### src/rtl/csp_pkg.sv
// Shared widths, reset values, register codes and controller/datapath types
// for the charge slab profile integrator. No dependencies.
package csp_pkg;

    localparam int MAX_BINS   = 1024;
    localparam int BIN_W      = $clog2(MAX_BINS);
    localparam int ZPOS_W     = 24;
    localparam int CHG_W      = 21;
    localparam int ZLIM_W     = 24;
    localparam int IBW_W      = 32;
    localparam int NB_W       = 11;
    localparam int IA_W       = 24;
    localparam int BSUM_W     = 32;
    localparam int RSUM_W     = 42;
    localparam int FV_W       = 48;
    localparam int MAG_LO_W   = 21;
    localparam int MAG_HI_W   = RSUM_W - MAG_LO_W;
    localparam int CFG_IDX_W  = 3;
    localparam int CFG_DATA_W = 32;

    localparam logic [ZLIM_W-1:0] RST_Z_MIN         = 24'd1310720;
    localparam logic [ZLIM_W-1:0] RST_Z_MAX         = 24'd1966080;
    localparam logic [IBW_W-1:0]  RST_INV_BIN_WIDTH = 32'd6553600;
    localparam logic [NB_W-1:0]   RST_NUM_BINS      = 11'd1000;
    localparam logic [IA_W-1:0]   RST_INV_AREA      = 24'd65536;

    typedef enum logic [CFG_IDX_W-1:0] {
        CFG_Z_MIN         = 3'd0,
        CFG_Z_MAX         = 3'd1,
        CFG_INV_BIN_WIDTH = 3'd2,
        CFG_NUM_BINS      = 3'd3,
        CFG_INV_AREA      = 3'd4
    } t_cfg_idx;

    typedef enum logic [3:0] {
        OP_NONE,
        OP_CLR,
        OP_LOAD,
        OP_RLOAD,
        OP_AMUL,
        OP_ARD,
        OP_AWR,
        OP_RRD,
        OP_RACC,
        OP_RNEG,
        OP_RMLO,
        OP_RMHI,
        OP_ROUT
    } t_op;

    typedef struct packed {
        t_op op;
    } t_dp_cmd;

    typedef struct packed {
        logic clr_done;
    } t_dp_sts;

endpackage

### src/rtl/csp_ctrl.sv
// Sequencer for the slab integrator: clearing pass, atom binning and bin readout.
// Depends on csp_pkg; drives csp_dpath through t_dp_cmd and reads t_dp_sts.
module csp_ctrl import csp_pkg::*; (
    input  logic    i_clk,
    input  logic    i_rst_n,
    input  logic    i_start,
    input  logic    i_func,
    input  t_dp_sts i_sts,
    output t_dp_cmd o_cmd,
    output logic    o_busy
);

    typedef enum logic [3:0] {
        S_CLR,
        S_IDLE,
        S_AMUL,
        S_ARD,
        S_AWR,
        S_RRD,
        S_RACC,
        S_RNEG,
        S_RMLO,
        S_RMHI,
        S_ROUT
    } t_state;

    t_state r_state, n_state;
    logic   r_busy, n_busy;

    always_comb begin
        n_state  = r_state;
        o_cmd.op = OP_NONE;
        case (r_state)
            S_CLR: begin
                o_cmd.op = OP_CLR;
                if (i_sts.clr_done) begin
                    n_state = S_IDLE;
                end
            end
            S_IDLE: begin
                if (i_start) begin
                    if (i_func) begin
                        o_cmd.op = OP_RLOAD;
                        n_state  = S_RRD;
                    end else begin
                        o_cmd.op = OP_LOAD;
                        n_state  = S_AMUL;
                    end
                end
            end
            S_AMUL: begin
                o_cmd.op = OP_AMUL;
                n_state  = S_ARD;
            end
            S_ARD: begin
                o_cmd.op = OP_ARD;
                n_state  = S_AWR;
            end
            S_AWR: begin
                o_cmd.op = OP_AWR;
                n_state  = S_IDLE;
            end
            S_RRD: begin
                o_cmd.op = OP_RRD;
                n_state  = S_RACC;
            end
            S_RACC: begin
                o_cmd.op = OP_RACC;
                n_state  = S_RNEG;
            end
            S_RNEG: begin
                o_cmd.op = OP_RNEG;
                n_state  = S_RMLO;
            end
            S_RMLO: begin
                o_cmd.op = OP_RMLO;
                n_state  = S_RMHI;
            end
            S_RMHI: begin
                o_cmd.op = OP_RMHI;
                n_state  = S_ROUT;
            end
            S_ROUT: begin
                o_cmd.op = OP_ROUT;
                n_state  = S_IDLE;
            end
            default: begin
                n_state = S_IDLE;
            end
        endcase
        n_busy = (n_state != S_IDLE);
    end

    always_ff @(posedge i_clk) begin
        if (!i_rst_n) begin
            r_state <= S_CLR;
            r_busy  <= 1'b1;
        end else begin
            r_state <= n_state;
            r_busy  <= n_busy;
        end
    end

    assign o_busy = r_busy;

    a_accept_busy: assert property (@(posedge i_clk) disable iff (!i_rst_n)
        (i_start && !r_busy) |=> r_busy)
        else $error("busy not raised after accepted beat");

    a_clear_done: assert property (@(posedge i_clk) disable iff (!i_rst_n)
        (r_state == S_CLR && i_sts.clr_done) |=> !r_busy)
        else $error("busy held after clearing pass");

endmodule

### config.mk
export PLATFORM = sky130hd
export DESIGN_NAME = csp_ctrl
export DESIGN_NICKNAME = d
export VERILOG_FILES = /design/src/rtl/csp_pkg.sv /design/src/rtl/csp_ctrl.sv
export SDC_FILE = /design/constraint.sdc
export NUM_CORES = 1
export LEC_CHECK = 0
export ABC_AREA = 1
export BUFFER_PORTS_ARGS = -buffer_cell sky130_fd_sc_hd__buf_4
export CAP_MARGIN = 20
export CELL_PAD_IN_SITES_DETAIL_PLACEMENT = 1
export CELL_PAD_IN_SITES_GLOBAL_PLACEMENT = 1
export CORE_AREA = 2 2 39 41
export DETAILED_ROUTE_END_ITERATION = 10
export DIE_AREA = 0 0 41 43
export MAX_ROUTING_LAYER = met4
export PLACE_DENSITY = 0.69
export SYNTH_ARGS = -nofsm -noshare
export SYNTH_HDL_FRONTEND = slang
export SYNTH_SLANG_ARGS = --single-unit
### constraint.sdc
create_clock -name i_clk -period 2.7 [get_ports i_clk]
set_clock_uncertainty 0.15 [all_clocks]
set_input_delay 0.27 -clock i_clk [delete_from_list [all_inputs] [get_ports i_clk]]
set_output_delay 0.27 -clock i_clk [all_outputs]
set_load 0.01 [all_outputs]
==> run summary, run 1 <==
The flow ran to the end, and the final reports show no timing, DRC or antenna violations. The I/O pin total came out at 10. The maximum achievable frequency came out at 0.545 GHz. The number of cell instances on the worst register-to-register path is 7. The capturing element of the worst setup path is o_cmd[0]. At the pin with the least slew margin, the transition time is 338 ps. The sum of routed wire length over all layers is 1010 um. The synthesized netlist devotes 11.7% of its cell area to compound gates. The area of the die came out at 1760 sq um. In the global route stage, met2 resource usage came out at 22.5%. The via count normalized by instance count is 4.80. The fraction of the yosys area taken by sequential cells came out at 26.8%. The number of max-slew violations in the final report is 0. The final-stage net count is 81. The total of hold buffers inserted after clock tree synthesis came out at 0. Among all stages on the critical path, the largest delay is contributed by sky130_fd_sc_hd__dfxtp_1. The biggest area contributor in the post-synthesis netlist is sky130_fd_sc_hd__dfxtp_1. The setup slack of the worst register-to-register path came out at 1310 ps. The detailed-routing iteration count for the pre-antenna-repair pass came out at 5. The number of rows created at floorplan came out at 14. The detailed router placed 437 vias in this run. The netlist uses 15 different library cells. The number of hold-slack violations in the final timing report is 0. For the worst setup path, the data required time is 2280 ps. The layer with the highest usage is met2. The placed cell count came out at 87.

The max-capacitance violation count came out at 0. The clock latency at the later pin of the worst-skew pair came out at 240 ps. The total leakage power is 0.261 nW.

The maximum number of pins on one net before global-route repair came out at 8. The worst-case clock buffer depth is 2. The count of buffer and inverter cells on the critical path came out at 2.

The non-filler instance count after layout is 91. The signal on the critical path passes through inv_2 > nand2_1 > nor2_1 > a21oi_1 > o2111ai_1 > buf_4. The fraction of met3 tracks used by global routing came out at 6.28%. The combinational power share is 35.5%.

The clock drives 5 sinks. Of the total power, the share spent switching nets is 34.2%. The class of the most critical hold timing path is in2reg. The post-route antenna net violation count came out at 0. The overall overflow remaining after global route came out at 0. The tightest slew margin relative to the limit came out at 77.4%. The arrival time at the worst endpoint came out at 1410 ps. After clock tree synthesis, the clock-pin slew on the worst setup and hold paths is 40 ps. The count of cell instances traversed by the critical path came out at 6. The startpoint-to-endpoint class of the critical path is reg2out. The initial antenna violation count is 0.

The tree is rooted in a sky130_fd_sc_hd__clkbuf_4. Post-CTS repair changed the size of 0 cells. The internal portion of total power is 0.181 mW. Once the floorplan was initialized, standard cells occupied 26.9% of the core. The capturing element type of the critical path is an output port. The clock period minus final worst setup slack came out at 1830 ps. The die is 41 um wide. The number of global-route vias before repair is 408. The number of nets handed over by synthesis was 67. VDD sags by at most 0.293 mV. The final HPWL from detailed placement came out at 847 um. Yosys attributes the largest share of cell area to sky130_fd_sc_hd__dfxtp_1 27%, sky130_fd_sc_hd__nand2_1 13%, sky130_fd_sc_hd__nor2_1 10%, sky130_fd_sc_hd__nand3_1 8.1%, sky130_fd_sc_hd__inv_1 7.0%. Counting flops and latches in the post-synthesis netlist gives 5. In this run the critical register-to-register path is captured at o_busy. The worst register-to-register path begins at r_state[3]. The biggest fanout along the worst timing path is 7.

The number of cells produced by synthesis came out at 62. The count of buffers added on input and output ports is 9. Grouping stages by cell kind, the critical path spends the most delay in flip-flops. In the synthesized netlist, mux cells make up 0% of the area. STA classifies the critical path startpoint as a flop.

The height of the die came out at 43 um. The average instance in the mapped netlist occupies 6.01 sq um. The largest single stage delay on the critical path is 510 ps. Summed over its instances, the top area cell type makes up 26.8% of the synthesized netlist area.

In the layout the commonest cells are 13 x sky130_fd_sc_hd__nand2_1, 10 x sky130_fd_sc_hd__nor2_1, 9 x sky130_fd_sc_hd__buf_4. The remaining design rule violation count came out at 0. The relative area change from synthesis to final layout is 30.5%. The portion of total power attributed to sequential cells is 33.8%. The post-synthesis xor/xnor area fraction came out at 0%. The share of the clock period used by the worst path is 67.9%.

The final RePlAce weighted congestion came out at 0.759. The placeable core region is 1380 sq um. The post-synth design cell area is 373 sq um. The final sum of negative setup slack is 0 ps. The critical path startpoint is r_state[3].

The layout cell share with drive strength beyond 1 came out at 32.0%. The met1 track demand over resource came out at 16.7%. The power density normalized to cell area came out at 565 nW/um^2. Of the total synthesized cell area, the portion taken by AND, OR, NAND and NOR gates is 50.3%. The wire length of the first global-routing pass is 1680 um. Fill cells in the final layout number 185. The total power came out at 0.275 mW. The library cell used most frequently in the layout, excluding fill and tap cells, is sky130_fd_sc_hd__nand2_1. Post-CTS timing repair inserted 0 buffers for setup. The total global routing track utilization is 14.6%.

Of the total synthesized cell area, the portion taken by full adders, half adders and majority gates is 0%. After synthesis, the largest family of logic cells by area is simple AND/OR/NAND/NOR gates. The level count of the clock H-tree is 1.

Setup repair after global routing left no endpoint under its margin. In this run the power spent charging and discharging nets is 0.0939 mW. After detailed routing, the average wire length per cell comes to 11.1 um.

The number of endpoints failing setup at the final stage is 0. TritonCTS built the clock tree. The number of warnings reported in the yosys synthesis log came out at 0.

The clock share of power is 30.7%. The area after detailed placement came out at 460 sq um. The count of routing violations after the opening detailed-route iteration came out at 1.

The finished layout cell area came out at 487 sq um. The number of clock buffers added by TritonCTS is 3. The final antenna diode count came out at 0.
per-stage QoR:
stage	hold slack (ps)	setup WS (ps)	utilization, %
2_1_floorplan	218	1370	-
3_3_place_gp	313	1090	33.3
3_5_place_dp	323	1140	33.3
4_1_cts	69.0	864	35.2
5_1_grt	71.7	784	35.2
6_report	74.9	866	35.2
layer usage:
metal,wire (um),part of all wire (%),up-vias
li1,-,-,226
met1,450,45,202
met2,523,52,9
met3,36,3.6,0
met4,0,0,0
met5,0,0,-
kinds of logic (layout without fill, tap and decap cells):
group	after synthesis	in the layout
DFF	5	5
and+or+nand+nor	39	39
AOI/OAI and AO/OA	7	7
buffers and inverters	11	24
flip-flops by register name, indices dropped and copies added, names as in the netlist:
register,flops
r_state,4
o_busy,1
worst reg2reg max path: stages, from the launching register on:
cell                      delay [ps]
sky130_fd_sc_hd__dfxtp_1         510
sky130_fd_sc_hd__inv_2            90
sky130_fd_sc_hd__nand2_1         100
sky130_fd_sc_hd__nor2_1           70
sky130_fd_sc_hd__nor2_2          100
sky130_fd_sc_hd__nand4_1         100
sky130_fd_sc_hd__nor2_1          100
sky130_fd_sc_hd__nand2_1          50
worst min-delay path by stage:
stage | slack, ps | from | cells past startpoint | end
CTS | 70 | i_rst_n | 3 | r_state[2]
detailed placement | 320 | i_rst_n | 3 | r_state[2]
finish | 70 | i_rst_n | 3 | r_state[2]
global placement | 310 | i_rst_n | 3 | r_state[2]
global route | 70 | i_rst_n | 3 | r_state[2]
floorplan | 220 | i_rst_n | 2 | r_state[2]
power by group through the flow:
stage	clock, mW	sequential, mW	combinational (mW)
CTS	0.0898	0.0926	0.0990
detailed placement	0	0.0940	0.0987
floorplan	0	0.0931	0.0613
global route	0.0981	0.0940	0.111
finish	0.0843	0.0929	0.0977
global placement	0	0.0932	0.0990
area by class of cell:
| cell class | instances | area, sq um | share of cell area [%] |
|---|---|---|---|
| Multi-Input combinational cell | 46 | 231 | 47.6 |
| Sequential cell | 5 | 100 | 20.6 |
| Timing Repair Buffer | 9 | 67.6 | 13.9 |
| Inverter | 11 | 41.3 | 8.48 |
| Clock buffer | 4 | 26.3 | 5.40 |
| Tap cell | 16 | 20.0 | 4.11 |
synthesized netlist by cell type:
library cell                instances
sky130_fd_sc_hd__a21oi_1            4
sky130_fd_sc_hd__a32o_1             1
sky130_fd_sc_hd__dfxtp_1            5
sky130_fd_sc_hd__inv_1              7
sky130_fd_sc_hd__inv_2              4
sky130_fd_sc_hd__nand2_1           13
sky130_fd_sc_hd__nand2_2            2
sky130_fd_sc_hd__nand3_1            6
sky130_fd_sc_hd__nand3_2            1
sky130_fd_sc_hd__nand4_1            2
sky130_fd_sc_hd__nor2_1            10
sky130_fd_sc_hd__nor2_2             4
sky130_fd_sc_hd__nor2_4             1
sky130_fd_sc_hd__o2111ai_1          1
sky130_fd_sc_hd__o21ai_0            1
Power figures use the tool's default switching activity.
==> run 2: changes to the inputs <==
--- a/config.mk
+++ b/config.mk
@@ -5,7 +5,7 @@
 export SDC_FILE = /design/constraint.sdc
 export NUM_CORES = 1
 export LEC_CHECK = 0
-export ABC_AREA = 1
+export ABC_AREA = 0
 export BUFFER_PORTS_ARGS = -buffer_cell sky130_fd_sc_hd__buf_4
 export CAP_MARGIN = 20
 export CELL_PAD_IN_SITES_DETAIL_PLACEMENT = 1
@@ -14,7 +14,7 @@
 export DETAILED_ROUTE_END_ITERATION = 10
 export DIE_AREA = 0 0 41 43
 export MAX_ROUTING_LAYER = met4
-export PLACE_DENSITY = 0.69
+export PLACE_DENSITY = 0.67
 export SYNTH_ARGS = -nofsm -noshare
 export SYNTH_HDL_FRONTEND = slang
 export SYNTH_SLANG_ARGS = --single-unit
==> constraint.sdc (replaced) <==
create_clock -name i_clk -period 1.75 [get_ports i_clk]
set_clock_uncertainty 0.15 [all_clocks]
set_input_delay 0.175 -clock i_clk [delete_from_list [all_inputs] [get_ports i_clk]]
set_output_delay 0.175 -clock i_clk [all_outputs]
set_load 0.01 [all_outputs]
==> run 2 against run 1 <==
Net effect:
- non-clock buffer count increased by 1
- clock power increased by 47%
- sequential power increased by 54%
- sequential share of layout area increased by 1.0 points
- first-iteration DRC count unchanged
- die area unchanged
- clock-buffer cell count unchanged
- area after synthesis unchanged
- register-to-register slack got worse by 1000 ps
- combinational power increased by 15%
- flip-flop and latch count unchanged
- worst hold slack got worse by 39 ps
- critical path type unchanged
==> run summary, run 2 <==
The flow ran to the end, and the final reports show no timing, DRC or antenna violations. The simple logic cell fraction of the synthesized area came out at 33.2% (-17 points). In this run the critical register-to-register path is captured at r_state[2]. The post-detailed-route wirelength per cell is 11.1 um (+0.16%).

The I/O pin total is 10 (unchanged). The mean post-synth cell area is 7.31 sq um (+22%). The via count normalized by instance count is 5.04 (+4.9%). The max-capacitance violation count is 0 (unchanged). The remaining design rule violation count came out at 0 (unchanged).

The sum of routed wire length over all layers came out at 856 um (-15%). The fraction of the yosys area taken by sequential cells came out at 26.8% (unchanged). The synthesized design spends more area on one cell type than any other, namely sky130_fd_sc_hd__dfxtp_1. The critical path is of the reg2out type. The number of filler cells placed in the layout is 180 (-2.7%).

The initial antenna violation count was 0 (unchanged). The clock latency at the later pin of the worst-skew pair came out at 230 ps (about the same). The routed via count was 388 (-11%). The register bit count reported by yosys is 5 (unchanged). The worst hold path cell count is 2 (-1). The number of global-route vias before repair was 347 (-15%). The share of async-settable or async-resettable flops after synthesis came out at 0% (unchanged). The worst hold path startpoint is i_rst_n.

The origin of the critical flop-to-flop path is r_state[1]. The number of flip-flops in the largest register is 4 (unchanged). The register with the most flip-flops in the final layout is r_state. The power density normalized to cell area came out at 789 nW/um^2 (+40%). The number of max-slew violations in the final report is 0 (unchanged). The worst endpoint required time is 1420 ps (-860 ps). The placeable core region is 1380 sq um (unchanged).

The final sum of negative setup slack is 0 ps (unchanged). The CTS tree is yes. The share of the clock period used by the worst path is 90.7%. The number of rows created at floorplan came out at 14 (unchanged). Static timing analysis puts the maximum clock frequency at 0.630 GHz. The worst hold path terminates at r_state[1].

The area fraction of the dominant cell type after synthesis is 26.8% (unchanged). The height of the die is 43 um (unchanged). The final-stage net count is 67 (-17%).

The capturing element type of the critical path is an output port. The biggest fanout along the worst timing path was 15 (+8). The total global routing track utilization came out at 12.9% (-1.7 points). The count of different cell masters after synthesis is 26 (+11). The clock sink count is 5 (unchanged). After synthesis, the cell types taking the most area are sky130_fd_sc_hd__dfxtp_1 27%, sky130_fd_sc_hd__nand2_1 7.0%, sky130_fd_sc_hd__a211oi_1 6.0%, sky130_fd_sc_hd__nor2_1 6.0%, sky130_fd_sc_hd__nor2b_1 5.0%. The library cell used most frequently in the layout, excluding fill and tap cells, is sky130_fd_sc_hd__buf_4. The maximum number of pins on one net before global-route repair is 16 (+8). The area of the die came to 1760 sq um (unchanged). The level count of the clock H-tree came out at 1 (unchanged). The number of buffers inserted by port buffering came to 9 (unchanged). The layout cell share with drive strength beyond 1 came out at 36.1% (+4.1 points).

The post-synth design cell area is 373 sq um (unchanged). The final-layout worst hold slack is 35.5 ps (-39.4 ps). The final HPWL from detailed placement is 669 um (-21%). The adder-cell share of the synthesized area is 0% (unchanged).

The peak supply drop came out at 0.451 mV (+54%). The count of routing violations after the opening detailed-route iteration came to 1 (unchanged). The post-synthesis xor/xnor area fraction came out at 2.35% (+2.3 points). The number of cells produced by synthesis is 51 (-18%). The effective utilization at floorplan is 26.9% (unchanged). For this run, the leading register cell type out of synthesis is sky130_fd_sc_hd__dfxtp_1. The number of hold-slack violations in the final timing report came to 0 (unchanged). The setup slack of the worst register-to-register path is 280 ps (-1030 ps). The post-route antenna net violation count was 0 (unchanged). The total leakage power is 0.185 nW (-29%). The relative area change from synthesis to final layout came out at 28.9%. The number of endpoints failing setup at the final stage is 0 (unchanged). The detailed-routing iteration count for the pre-antenna-repair pass came out at 2 (-3).

The post-synth net total is 56 (-16%). The number of buffers inserted during clock tree synthesis came out at 3 (unchanged). The total of hold buffers inserted after clock tree synthesis came to 0 (unchanged).

The number of warnings reported in the yosys synthesis log came out at 0 (unchanged). The number of cell instances on the worst register-to-register path came out at 3 (-4). In this run the worst hold path is classified as in2reg. CTS placed an instance of sky130_fd_sc_hd__clkbuf_4 at the clock tree root.

The worst path needs 1590 ps of the cycle, external delays included. The worst-case clock buffer depth is 2 (unchanged). The number of synthesized flops with an enable pin came out at 0 (unchanged). After synthesis, the most frequently instantiated cells are 7 x sky130_fd_sc_hd__nand2_1, 6 x sky130_fd_sc_hd__nor2_1, 5 x sky130_fd_sc_hd__dfxtp_1.

The horizontal extent of the die was 41 um (unchanged). The arrival time at the worst endpoint came to 1260 ps (-150 ps). The share of the synthesized area in compound gates (AO/OA/AOI/OAI) is 29.5% (+18 points). The actual slew at the worst max-slew pin is 458 ps (+120 ps).

The final antenna diode count is 0 (unchanged). The wire length of the first global-routing pass came to 1570 um (-7.0%). The tightest slew margin relative to the limit is 68.7% (-8.8 points).

The clock transition time at the flip-flop clock pins of the worst setup and hold paths is 40 ps (about the same). Leaving out fill and tap cells, the most frequent cells in the layout are 10 x sky130_fd_sc_hd__buf_4, 7 x sky130_fd_sc_hd__nand2_1, 6 x sky130_fd_sc_hd__nor2_1. Setup repair after global routing left no endpoint under its margin. The worst setup path is launched from a flop.

The dominant cell by count in the synthesized netlist is sky130_fd_sc_hd__nand2_1. The main combinational cell family by area after synthesis is simple AND/OR/NAND/NOR gates. The final RePlAce weighted congestion came out at 0.728 (-4.1%). The overall overflow remaining after global route came out at 0 (unchanged). The post-synthesis mux area share is 0% (unchanged).
## run 2: cell count changes in the layout (fill, tap and decap cells not counted), moves of 3 or more
cell	previous run	this run
sky130_fd_sc_hd__inv_1	7	1
sky130_fd_sc_hd__nand2_1	13	7
sky130_fd_sc_hd__nand3_1	6	1
sky130_fd_sc_hd__nor2_1	10	6
sky130_fd_sc_hd__nor2_2	4	0
sky130_fd_sc_hd__a211oi_1	0	3
sky130_fd_sc_hd__a21oi_1	4	1
sky130_fd_sc_hd__dfxtp_1	5	2
sky130_fd_sc_hd__dfxtp_2	0	3
sky130_fd_sc_hd__inv_2	4	1
sky130_fd_sc_hd__nor2b_1	0	3
## run 2: metal layers
layer / routed length (um) / global-route usage (%) / vias up
met2: 428 / 17.2 / 3
met5: 0 / - / -
met1: 409 / 18.6 / 183
met4: 0 / 4.00 / 0
met3: 18 / 3.14 / 0
li1: - / - / 202
## run 2: report_power, final
part	leakage (nW)	internal, mW	switching [mW]
clock network	0.0150	0.0856	0.0383
registers	0.0425	0.126	0.0173
logic	0.127	0.0595	0.0523
## run 2: worst max-delay path by stage
stage                          start    endpoint  slack [ps]  cells past startpoint
after floorplan           r_state[1]    o_cmd[0]         400                      4
after global routing      r_state[1]    o_cmd[0]          20                      4
after detailed placement  r_state[1]  r_state[2]         130                      3
after CTS                 r_state[2]    o_cmd[0]          20                      5
final                     r_state[1]    o_cmd[0]         160                      4
after global placement    r_state[1]  r_state[2]         100                      3
## run 2: through the flow
step                      cell area (sq um)  instances  setup WS (ps)  utilization [%]  total power, mW
after floorplan                         373         51            404                -            0.214
after global placement                  445         73            103             32.2            0.256
after detailed placement                445         73            129             32.2            0.256
after CTS                               473         77           17.8             34.2            0.384
after global routing                    480         77           21.0             34.7            0.414
final                                   480         77            162             34.7            0.379
## run 2: cell type report
type / count / area (sq um) / area share [%]
multi-input cells: 40 / 248 / 51.6
flip-flops and latches: 5 / 104 / 21.6
inverters: 2 / 7.51 / 1.56
clock buffers: 4 / 26.3 / 5.47
well taps: 16 / 20.0 / 4.17
repair buffers: 10 / 75.1 / 15.6
## run 2: cell families after synthesis
family                 Yosys count
AO/OA/AOI/OAI                   15
XOR/XNOR                         1
buffers and inverters            6
flip-flops                       5
AND/OR/NAND/NOR                 24
## run 2: worst max-delay path, cell delays in order, from the launching register on
cell                      delay [ps]
sky130_fd_sc_hd__dfxtp_2         470
sky130_fd_sc_hd__nor2_1          120
sky130_fd_sc_hd__nor2b_1         220
sky130_fd_sc_hd__nor2_1           80
sky130_fd_sc_hd__buf_4           140
## run 2: what timing repair did
item,CTS,global route
buffers inserted,0,0
setup endpoints to repair,1,2
gates resized for setup,1,3
